===== src/rtl/core/mpps_pkg.sv =====
// Package for the modem power pulse sequencer: transaction types, state and
// phase codes, register map and reset values. No dependencies.
package mpps_pkg;

  localparam int unsigned CfgAddrW = 5;
  localparam int unsigned CfgDataW = 32;
  localparam int unsigned TickW    = 16;
  localparam int unsigned PollW    = 4;

  localparam logic [PollW-1:0] WaitLimit = 4'd3;
  localparam logic [PollW-1:0] CountMax  = 4'd15;

  // power state codes
  localparam logic [2:0] StUnknown = 3'd0;
  localparam logic [2:0] StOn      = 3'd1;
  localparam logic [2:0] StWaitOff = 3'd2;
  localparam logic [2:0] StOff     = 3'd3;
  localparam logic [2:0] StWaitOn  = 3'd4;

  // operation phase codes
  localparam logic [1:0] PhIdle   = 2'd0;
  localparam logic [1:0] PhPulse  = 2'd1;
  localparam logic [1:0] PhSettle = 2'd2;

  typedef enum logic [1:0] {
    REQ_TICK  = 2'd0,
    REQ_POLL  = 2'd1,
    REQ_BLOCK = 2'd2,
    REQ_NONE  = 2'd3
  } req_type_e;

  typedef enum logic [1:0] {
    ACT_NONE  = 2'd0,
    ACT_POWER = 2'd1,
    ACT_RESET = 2'd2
  } act_e;

  // register indexes
  localparam logic [2:0] RegPulseMode   = 3'd0;
  localparam logic [2:0] RegStartTicks  = 3'd1;
  localparam logic [2:0] RegStopTicks   = 3'd2;
  localparam logic [2:0] RegResetTicks  = 3'd3;
  localparam logic [2:0] RegSettleTicks = 3'd4;
  localparam logic [2:0] RegResetLine   = 3'd5;

  localparam logic [TickW-1:0] StartTicksRst  = 16'd1000;
  localparam logic [TickW-1:0] StopTicksRst   = 16'd1000;
  localparam logic [TickW-1:0] ResetTicksRst  = 16'd300;
  localparam logic [TickW-1:0] SettleTicksRst = 16'd20;

  typedef struct packed {
    logic [1:0] req_type;
    logic       modem_alive;
    logic       want_blocked;
  } req_t;

  typedef struct packed {
    logic       power_line;
    logic       reset_line;
    logic [2:0] power_state;
    logic       busy_res;
  } rsp_t;

  typedef struct packed {
    logic [2:0]       fsm;
    logic             active;
    logic [PollW-1:0] polls;
    logic [1:0]       phase;
    logic [TickW-1:0] timer;
    logic             from_req;
    logic             pwr;
    logic             rst;
  } seq_state_t;

endpackage


===== src/rtl/core/modem_power_pulse_sequencer.sv =====
// Top level of the modem power pulse sequencer: APB register block, input
// register, single-pass state update and result register. Uses mpps_pkg.

// Each transaction is a millisecond tick, a status poll or a block/unblock
// request; every one yields exactly one result with the power and reset line
// levels, the power state and a busy flag. A transaction is registered, then
// evaluated against the sequencer state and written to the result register,
// so the block takes one transaction per cycle while the output is not
// stalled. Pulse and settle lengths are counted in tick transactions, not in
// clock cycles. Registers (byte address 4*i): pulse_mode, start_pulse_ticks,
// stop_pulse_ticks, reset_pulse_ticks, settle_ticks, reset_line_present;
// write them only while no transaction is in flight.
module modem_power_pulse_sequencer (
  input  logic                          clk_i,
  input  logic                          rst_ni,
  input  logic                          in_valid_i,
  output logic                          in_stall_o,
  input  mpps_pkg::req_t                in_data_i,
  output logic                          out_valid_o,
  input  logic                          out_stall_i,
  output mpps_pkg::rsp_t                out_data_o,
  input  logic                          psel,
  input  logic                          penable,
  input  logic                          pwrite,
  input  logic [mpps_pkg::CfgAddrW-1:0] paddr,
  input  logic [mpps_pkg::CfgDataW-1:0] pwdata,
  output logic [mpps_pkg::CfgDataW-1:0] prdata,
  output logic                          pready
);

  logic                         pulse_mode_q;
  logic [mpps_pkg::TickW-1:0]   start_ticks_q;
  logic [mpps_pkg::TickW-1:0]   stop_ticks_q;
  logic [mpps_pkg::TickW-1:0]   reset_ticks_q;
  logic [mpps_pkg::TickW-1:0]   settle_ticks_q;
  logic                         rline_q;
  logic                         cfg_we;
  logic [2:0]                   cfg_idx;

  logic                         s1_valid_q;
  mpps_pkg::req_t               s1_data_q;
  logic                         s1_adv;
  logic                         in_accept;

  mpps_pkg::seq_state_t         state_q;
  mpps_pkg::seq_state_t         state_d;
  logic                         out_valid_q;
  mpps_pkg::rsp_t               out_data_q;
  mpps_pkg::rsp_t               out_data_d;

  // configuration
  assign pready  = 1'b1;
  assign cfg_idx = paddr[4:2];
  assign cfg_we  = psel & penable & pwrite & pready;

  always_ff @(posedge clk_i or negedge rst_ni) begin
    if (!rst_ni) begin
      pulse_mode_q   <= 1'b0;
      start_ticks_q  <= mpps_pkg::StartTicksRst;
      stop_ticks_q   <= mpps_pkg::StopTicksRst;
      reset_ticks_q  <= mpps_pkg::ResetTicksRst;
      settle_ticks_q <= mpps_pkg::SettleTicksRst;
      rline_q        <= 1'b0;
    end else if (cfg_we) begin
      case (cfg_idx)
        mpps_pkg::RegPulseMode:   pulse_mode_q   <= pwdata[0];
        mpps_pkg::RegStartTicks:  start_ticks_q  <= pwdata[mpps_pkg::TickW-1:0];
        mpps_pkg::RegStopTicks:   stop_ticks_q   <= pwdata[mpps_pkg::TickW-1:0];
        mpps_pkg::RegResetTicks:  reset_ticks_q  <= pwdata[mpps_pkg::TickW-1:0];
        mpps_pkg::RegSettleTicks: settle_ticks_q <= pwdata[mpps_pkg::TickW-1:0];
        mpps_pkg::RegResetLine:   rline_q        <= pwdata[0];
        default: ;
      endcase
    end
  end

  always_comb begin
    prdata = '0;
    case (cfg_idx)
      mpps_pkg::RegPulseMode:   prdata[0] = pulse_mode_q;
      mpps_pkg::RegStartTicks:  prdata[mpps_pkg::TickW-1:0] = start_ticks_q;
      mpps_pkg::RegStopTicks:   prdata[mpps_pkg::TickW-1:0] = stop_ticks_q;
      mpps_pkg::RegResetTicks:  prdata[mpps_pkg::TickW-1:0] = reset_ticks_q;
      mpps_pkg::RegSettleTicks: prdata[mpps_pkg::TickW-1:0] = settle_ticks_q;
      mpps_pkg::RegResetLine:   prdata[0] = rline_q;
      default: ;
    endcase
  end

  // handshake: input register feeds the result register
  assign s1_adv     = !out_valid_q || !out_stall_i;
  assign in_stall_o = s1_valid_q && !s1_adv;
  assign in_accept  = in_valid_i && !in_stall_o;

  always_ff @(posedge clk_i or negedge rst_ni) begin
    if (!rst_ni) begin
      s1_valid_q  <= 1'b0;
      out_valid_q <= 1'b0;
    end else begin
      s1_valid_q <= in_accept || (s1_valid_q && !s1_adv);
      if (s1_adv) begin
        out_valid_q <= s1_valid_q;
      end
    end
  end

  always_ff @(posedge clk_i) begin
    if (in_accept) begin
      s1_data_q <= in_data_i;
    end
    if (s1_adv && s1_valid_q) begin
      out_data_q <= out_data_d;
    end
  end

  function automatic mpps_pkg::seq_state_t status_check(
    mpps_pkg::seq_state_t       s,
    logic                       alive,
    logic [mpps_pkg::TickW-1:0] start_len,
    logic [mpps_pkg::TickW-1:0] reset_len,
    logic                       rline
  );
    mpps_pkg::seq_state_t n;
    mpps_pkg::act_e       act;
    n   = s;
    act = mpps_pkg::ACT_NONE;
    if (!s.active && s.phase == mpps_pkg::PhIdle) begin
      if (n.polls != mpps_pkg::CountMax) begin
        n.polls = n.polls + 1'b1;
      end
      case (s.fsm)
        mpps_pkg::StOn: begin
          if (!alive) begin
            n.fsm = mpps_pkg::StWaitOn;
            act   = mpps_pkg::ACT_POWER;
          end
        end
        mpps_pkg::StOff: begin
          if (alive) n.fsm = mpps_pkg::StOn;
        end
        mpps_pkg::StWaitOn: begin
          if (alive) begin
            n.fsm = mpps_pkg::StOn;
          end else if (n.polls > mpps_pkg::WaitLimit) begin
            act = mpps_pkg::ACT_POWER;
          end
        end
        mpps_pkg::StWaitOff: begin
          if (!alive) begin
            n.fsm = mpps_pkg::StOff;
          end else if (rline && n.polls > mpps_pkg::WaitLimit) begin
            act = mpps_pkg::ACT_RESET;
          end
        end
        mpps_pkg::StUnknown: begin
          n.fsm = alive ? mpps_pkg::StOn : mpps_pkg::StOff;
        end
        default: ;
      endcase
      if (act != mpps_pkg::ACT_NONE) begin
        if (act == mpps_pkg::ACT_RESET) begin
          n.rst   = 1'b1;
          n.timer = reset_len;
        end else begin
          n.pwr   = 1'b1;
          n.timer = start_len;
        end
        n.phase    = mpps_pkg::PhPulse;
        n.from_req = 1'b0;
        n.active   = 1'b1;
      end
    end
    return n;
  endfunction

  // single-pass state update
  always_comb begin
    mpps_pkg::seq_state_t n;
    logic                 busy;
    logic [mpps_pkg::TickW-1:0] t;
    n    = state_q;
    busy = 1'b0;
    t    = state_q.timer;
    case (s1_data_q.req_type)
      mpps_pkg::REQ_TICK: begin
        if (state_q.phase != mpps_pkg::PhIdle) begin
          if (t != '0) t = t - 1'b1;
          n.timer = t;
          if (t == '0) begin
            if (state_q.phase == mpps_pkg::PhPulse) begin
              n.pwr = 1'b0;
              n.rst = 1'b0;
              if (state_q.from_req) begin
                n.phase = mpps_pkg::PhSettle;
                n.timer = settle_ticks_q;
              end else begin
                n.phase  = mpps_pkg::PhIdle;
                n.active = 1'b0;
                n.polls  = '0;
              end
            end else begin
              n.phase    = mpps_pkg::PhIdle;
              n.active   = 1'b0;
              n.polls    = '0;
              n.from_req = 1'b0;
              if (state_q.from_req && pulse_mode_q) begin
                n = status_check(n, s1_data_q.modem_alive, start_ticks_q,
                                 reset_ticks_q, rline_q);
              end
            end
          end
        end
      end
      mpps_pkg::REQ_POLL: begin
        if (pulse_mode_q) begin
          n = status_check(n, s1_data_q.modem_alive, start_ticks_q,
                           reset_ticks_q, rline_q);
        end
      end
      mpps_pkg::REQ_BLOCK: begin
        if (!pulse_mode_q) begin
          n.pwr      = s1_data_q.want_blocked;
          n.rst      = 1'b0;
          n.phase    = mpps_pkg::PhSettle;
          n.timer    = settle_ticks_q;
          n.from_req = 1'b0;
        end else begin
          if (n.fsm == mpps_pkg::StUnknown) begin
            n = status_check(n, s1_data_q.modem_alive, start_ticks_q,
                             reset_ticks_q, rline_q);
          end
          busy = n.active || n.phase != mpps_pkg::PhIdle;
          case (n.fsm)
            mpps_pkg::StOn: begin
              if (s1_data_q.want_blocked && !busy) begin
                n.fsm      = mpps_pkg::StWaitOff;
                n.pwr      = 1'b1;
                n.phase    = mpps_pkg::PhPulse;
                n.timer    = stop_ticks_q;
                n.from_req = 1'b1;
                n.active   = 1'b1;
              end
            end
            mpps_pkg::StOff: begin
              if (!s1_data_q.want_blocked && !busy) begin
                n.fsm      = mpps_pkg::StWaitOn;
                n.pwr      = 1'b1;
                n.phase    = mpps_pkg::PhPulse;
                n.timer    = start_ticks_q;
                n.from_req = 1'b1;
                n.active   = 1'b1;
              end
            end
            mpps_pkg::StWaitOff: begin
              if (!s1_data_q.want_blocked) begin
                n.fsm = n.active ? mpps_pkg::StWaitOn : mpps_pkg::StOn;
              end
            end
            mpps_pkg::StWaitOn: begin
              if (s1_data_q.want_blocked) begin
                n.fsm = n.active ? mpps_pkg::StWaitOff : mpps_pkg::StOff;
              end
            end
            default: ;
          endcase
        end
      end
      default: ;
    endcase
    state_d                = n;
    out_data_d.power_line  = n.pwr;
    out_data_d.reset_line  = n.rst;
    out_data_d.power_state = n.fsm;
    out_data_d.busy_res    = n.phase != mpps_pkg::PhIdle;
  end

  always_ff @(posedge clk_i or negedge rst_ni) begin
    if (!rst_ni) begin
      state_q <= '0;
    end else if (s1_adv && s1_valid_q) begin
      state_q <= state_d;
    end
  end

  assign out_valid_o = out_valid_q;
  assign out_data_o  = out_data_q;

`ifndef NO_ASSERTIONS
  a_hold_s1: assert property (@(posedge clk_i) disable iff (!rst_ni)
    s1_valid_q && out_valid_q && out_stall_i |=> s1_valid_q)
    else $error("pending transaction dropped under stall");

  a_busy_match: assert property (@(posedge clk_i) disable iff (!rst_ni)
    s1_adv && s1_valid_q |=> out_data_q.busy_res == (state_q.phase != mpps_pkg::PhIdle))
    else $error("busy flag disagrees with phase");

  a_rst_in_pulse: assert property (@(posedge clk_i) disable iff (!rst_ni)
    state_q.rst |-> state_q.phase == mpps_pkg::PhPulse)
    else $error("reset line high outside a pulse");

  a_active_phase: assert property (@(posedge clk_i) disable iff (!rst_ni)
    state_q.active |-> state_q.phase != mpps_pkg::PhIdle)
    else $error("operation active with idle phase");
`endif

endmodule

===== config.mk =====
export PLATFORM = sky130hd
export DESIGN_NAME = modem_power_pulse_sequencer
export DESIGN_NICKNAME = d
export VERILOG_FILES = /design/src/rtl/core/mpps_pkg.sv /design/src/rtl/core/modem_power_pulse_sequencer.sv
export SDC_FILE = /design/constraint.sdc
export NUM_CORES = 1
export LEC_CHECK = 0
export ABC_AREA = 1
export BUFFER_PORTS_ARGS = -buffer_cell sky130_fd_sc_hd__buf_4
export CORE_UTILIZATION = 35
export DETAILED_ROUTE_END_ITERATION = 12
export PLACE_DENSITY = 0.49
export SETUP_SLACK_MARGIN = 0.5
export SYNTH_ARGS = -nofsm -noshare
export SYNTH_HDL_FRONTEND = slang
export SYNTH_SLANG_ARGS = --single-unit

===== constraint.sdc =====
create_clock -name clk_i -period 4.33 [get_ports clk_i]
set_clock_uncertainty 0.2 [all_clocks]
set_input_delay 0.2165 -clock clk_i [delete_from_list [all_inputs] [get_ports clk_i]]
set_output_delay 0.2165 -clock clk_i [all_outputs]
set_load 0.005 [all_outputs]

== Word level (Yosys, flattened, before mapping) ==
Cells that the tools add are included.
Storage, ports and cells
  logic and storage cells: 199
  output and inout port bits: 41
  flip-flop bits (word level): 107
Operators by class
  bitwise operators: 2
  add/subtract/negate cells: 2
  equality and inequality tests: 30
  reduce and logical (&&, ||, !) cells: 44
  multiplexer cells: 95
  magnitude comparators: 3
Operator list (number)
  29-bit two-way mux: 9
  16-bit two-way mux: 7
  29-bit one-hot mux with 3 select lines: 1
  21-bit two-way mux: 3
  20-bit two-way mux: 3
  15-bit one-hot mux with 4 select lines: 1
  4-bit two-way mux: 14
  2-bit two-way mux: 21
  20-bit one-hot mux with 2 select lines: 1
  3-bit one-hot mux with 4 select lines: 2
  23-bit two-way mux: 1
  3-bit two-way mux: 7
  3-bit by 2-bit equality test with 1-bit output (second input constant): 6
  1-bit two-way mux: 18
  2-bit inequality test (second input constant): 9
  2-bit one-hot mux with 3 select lines: 3
  16-bit zero test: 1
  16-bit nonzero test: 1
  16-bit by 1-bit subtractor with 16-bit output (second input constant): 1
  3-bit equality test (second input constant): 4
  4-bit by 2-bit > comparator with 1-bit output (second input constant): 3
  2-bit AND reduction: 6
  2-bit nonzero test: 6
  1-bit logical AND: 10
  21 further kinds: 38

== Longest topological paths before layout ==
  depth in word-level cells: 31
  gate-level depth with buffers: 19
  depth with buffers taken out: 19

== Worst setup path after synthesis ==
Ideal clock, no wire load.
  path kind: flip-flop to flip-flop
  start: reg state_q[3] (netlist name)
  end: reg out_data_q, in the netlist out_data_o[0] (data pin)
  path slack: 1.729 ns
  library setup time: 0.256 ns
  path buffers: 1
  stages on the path, launching flop included: 16
  arrival time: 2.144 ns
  path through: dfrtp_1 -> inv_2 -> ha_1 -> nand2_4 -> nor2_8 -> nand2_4 -> buf_8 -> nand3_2 -> nand2_1 -> nor2_2 -> nand3_4 -> nand2_4 -> o21ai_1 -> nand2_1 -> nand3_1 -> nand2b_1
RTL lines
  from (decl): RTL line modem_power_pulse_sequencer.sv:45  | mpps_pkg::seq_state_t state_q;
  from (signal assigned): RTL line modem_power_pulse_sequencer.sv:281  | state_q <= state_d;
  to (signal assigned): RTL line modem_power_pulse_sequencer.sv:112  | out_data_q <= out_data_d;
  to (decl): RTL line modem_power_pulse_sequencer.sv:48  | mpps_pkg::rsp_t out_data_q;

==> results.md <==
* Cell depth of the worst flop-to-flop path at 13
* Finished Cell Area at 8700 um2
* Clk sink count at 107
* Post-CTS Setup Bufs at 0
* Total GRT Usage at 24.1%
* Total number of vias at 7683
* Final #Nets at 1234
* Met1 usage at 37.2%
* Multi-input logic area at 4100 um2
* GRT Max-Usage Layer: met1
* Status: complete, no violations
* Main flop type after synthesis: dfrtp_1
* Worst path cell trace: inv_2, ha_1, nand2_4, nor2_8, nand2_4, nand3_1, nand2_1, inv_2, nand4_2, nor2_4, nand4_1, nand3_1, nand2_2
* TritonCTS clock tree: built
* Power share of the clock group at 20.0%
* Yosys top cell area share at 26.1%
* Initial antenna violation count at 0
* HP Class: input port to flip-flop
* Setup TNS Final at 0 ns
* Reg-to-reg critical path startpoint: state_q[3]
* Grt met2 use at 34.3%
* Max Freq at 291 MHz
* RSZ-0062 raised after global routing: no
* CTS root buf: clkbuf_16
* LEAKAGE at 4.02 nW
* CTS buffer count at 9
* Maximum vdd drop at 203 uV
* Initial DRC count at 674
* Period utilization at 79.3%
* Crit. End Element: flip-flop
* Critical Path End: out_data_o[2]
* Final hold violations at 0
* Post-CTS Resized at 0
* Crit Path Max Fanout at 23
* Total power at 4.36 mW
* Kind of critical path: flip-flop to flip-flop
* Share of cells above drive strength 1 at 12.2%
* Register area at 2750 um2
* Ys Warns at 0
* Drt wl/cell at 17.5 um
* CTS clock-pin slew for the worst setup and hold paths at 0.08 ns
* Switching pwr at 2.04 mW
* Max incr delay on CP at 0.52 ns
* Global route overflow at 0
* Avg Inst Size Synth at 6.71 um2
* GPL Wtd Cong at 0.852
* Clock latency at the later pin of the worst-skew pair at 0.37 ns
* Deepest clock path buffer count at 2
* Die X at 149 um
* Unique cell type count in the Yosys netlist at 53
* Synth area leaders: dfrtp_1 (26%), nand2_1 (17%), o21ai_0 (10%), dfstp_2 (6.2%), inv_1 (5.5%)
* Final worst path period need at 3.44 ns
* Largest net degree at the start of global routing at 67
* CP arrival at 3.35 ns
* Worst Path Required at 4.24 ns
* Max cap viols at 0
* Gate Count Post-Synth at 1129
* Sequential area share after synthesis at 36.3%
* Final wirelength at 25.6 mm
* Final Max Tran Viols at 0
* P per Cell Area at 502 nW/um2
* Combinational share of power at 45.4%
* Placed inst area at 8160 um2
* Vias per cell at 5.25
* Async set-reset flop share out of synthesis at 90.7%
* Post-synth EDFFs at 10
* Most common cell in the synthesized netlist: nand2_1
* GRT met3 Usage at 4.07%
* Top post-synthesis cells by count: nand2_1 (342), o21ai_0 (156), inv_1 (112)
* Ant. Diodes at 0
* Worst path slowest cell: nor2_4
* Post-synth top area cell: dfrtp_1
* Endpoints failing setup at 0
* Initial Util at 35.8%
* Drt pass-1 iters at 5
* Die area at 22200 um2
* Number of remaining DRC errors at 0
* Startpoint Class: flip-flop
* Post-route ant nets at 0
* Hold slack at 0.0180 ns
* H-tree levels at 3
* Register bit total from synthesis at 107
* Boundary pin count at 89
* DPL Wire Length at 19.2 mm
* Reg-to-Reg End: out_data_o[2]
* CP startpoint: state_q[3]
* Synthesized cell area at 7580 um2
* Core ar. at 21200 um2
* Placement Rows at 53
* Sw Ratio at 46.9%
* Internal at 2.32 mW
* IO buf count at 53
* Part of the power in registers at 34.6%
* Worst-Margin Slew at 1.11 ns
* First-pass GRT wire length at 41.3 mm
* Register-to-Register Setup Slack at 0.89 ns
* Slew Limit Headroom at 25.8%
* Number of global-route vias before repair at 7237
* Chip height at 149 um
* Area Growth Syn to Fin at 14.8%
* # fillers at 2259
[power by group through the flow]
stage / clock (mW) / combinational (mW) / sequential [mW]
final: 0.874 / 1.98 / 1.51
after global routing: 0.934 / 2.25 / 1.54
after CTS: 0.895 / 1.96 / 1.50
after detailed placement: 0 / 1.94 / 1.52
after global placement: 0 / 1.94 / 1.52
after floorplan: 0 / 1.48 / 1.40
[cells in the final DEF (no fill, tap or decap), types with 12 or more instances in the layout]
cell / synthesis / routed
o2111ai_1: 14 / 14
nand2_1: 342 / 342
conb_1: 2 / 17
dfstp_2: 18 / 18
nand3_1: 67 / 67
o21ai_0: 156 / 156
o21ai_1: 19 / 19
dlygate4sd3_1: 0 / 23
a21oi_1: 64 / 64
inv_1: 112 / 112
buf_4: 19 / 68
nand4_1: 12 / 12
nor2_1: 76 / 76
dfrtp_1: 79 / 79
[sequential cells by signal (all words and copies together) (netlist names)]
signal and flops:
state_q 29, out_valid_o 1, pulse_mode_q 1, start_ticks_q 16, reset_ticks_q 16, s1_data_q 4
rline_q 1, out_data_o 6, stop_ticks_q 16, settle_ticks_q 16, s1_valid_q 1
[area by class of cell]
cell class / instances / area share [%]
Multi-Input combinational cell: 854 / 47.1
Clock buffer: 10 / 2.88
Tap cell: 275 / 3.96
Clock inverter: 6 / 0.719
Timing Repair Buffer: 91 / 8.51
Sequential cell: 107 / 31.6
Inverter: 121 / 5.22
[logic make-up after synthesis]
logic type | Yosys count | synth area share, %
buf+inv | 183 | 10.5
compound gates | 292 | 21.3
other cells | 2 | 0.0991
xor+xnor | 3 | 0.347
fa+ha+maj | 2 | 0.330
flops | 107 | 36.3
simple gates | 540 | 31.2
[worst min-delay path by stage]
stage | cells past startpoint | endpoint | from
2_1_floorplan | 0 | out_valid_o | rst_ni
3_3_place_gp | 1 | state_q[24] | rst_ni
3_5_place_dp | 1 | state_q[24] | rst_ni
4_1_cts | 4 | pulse_mode_q | paddr[3]
5_1_grt | 5 | rline_q | penable
6_report | 4 | pulse_mode_q | paddr[3]
[critical path: cells and delay by family, from the launching register on]
| family | cells | cell delay (ns) |
|---|---|---|
| simple gates | 10 | 1.99 |
| flops | 1 | 0.41 |
| fa+ha+maj | 1 | 0.33 |
| buf+inv | 2 | 0.27 |
[per-stage QoR]
step,utilization [%],setup WS (ns),instances
global route,41.1,0.604,1464
global placement,38.6,0.929,1425
CTS,41.1,0.891,1464
detailed placement,38.6,0.898,1425
finish,41.1,0.894,1464
floorplan,-,1.73,1144
[timing repair]
action	4_1_cts	5_1_grt
hold buffers	23	0
endpoints found under the setup margin	0	0
endpoints found under the hold margin	117	0
[layer usage]
layer	part of all wire [%]	wire, um	vias up
met3	6.3	1600	22
li1	-	-	3824
met4	1.3	326	0
met5	0	0	-
met1	52	13200	3590
met2	41	10500	247
Note: power is estimated with default switching activity, not from simulation.
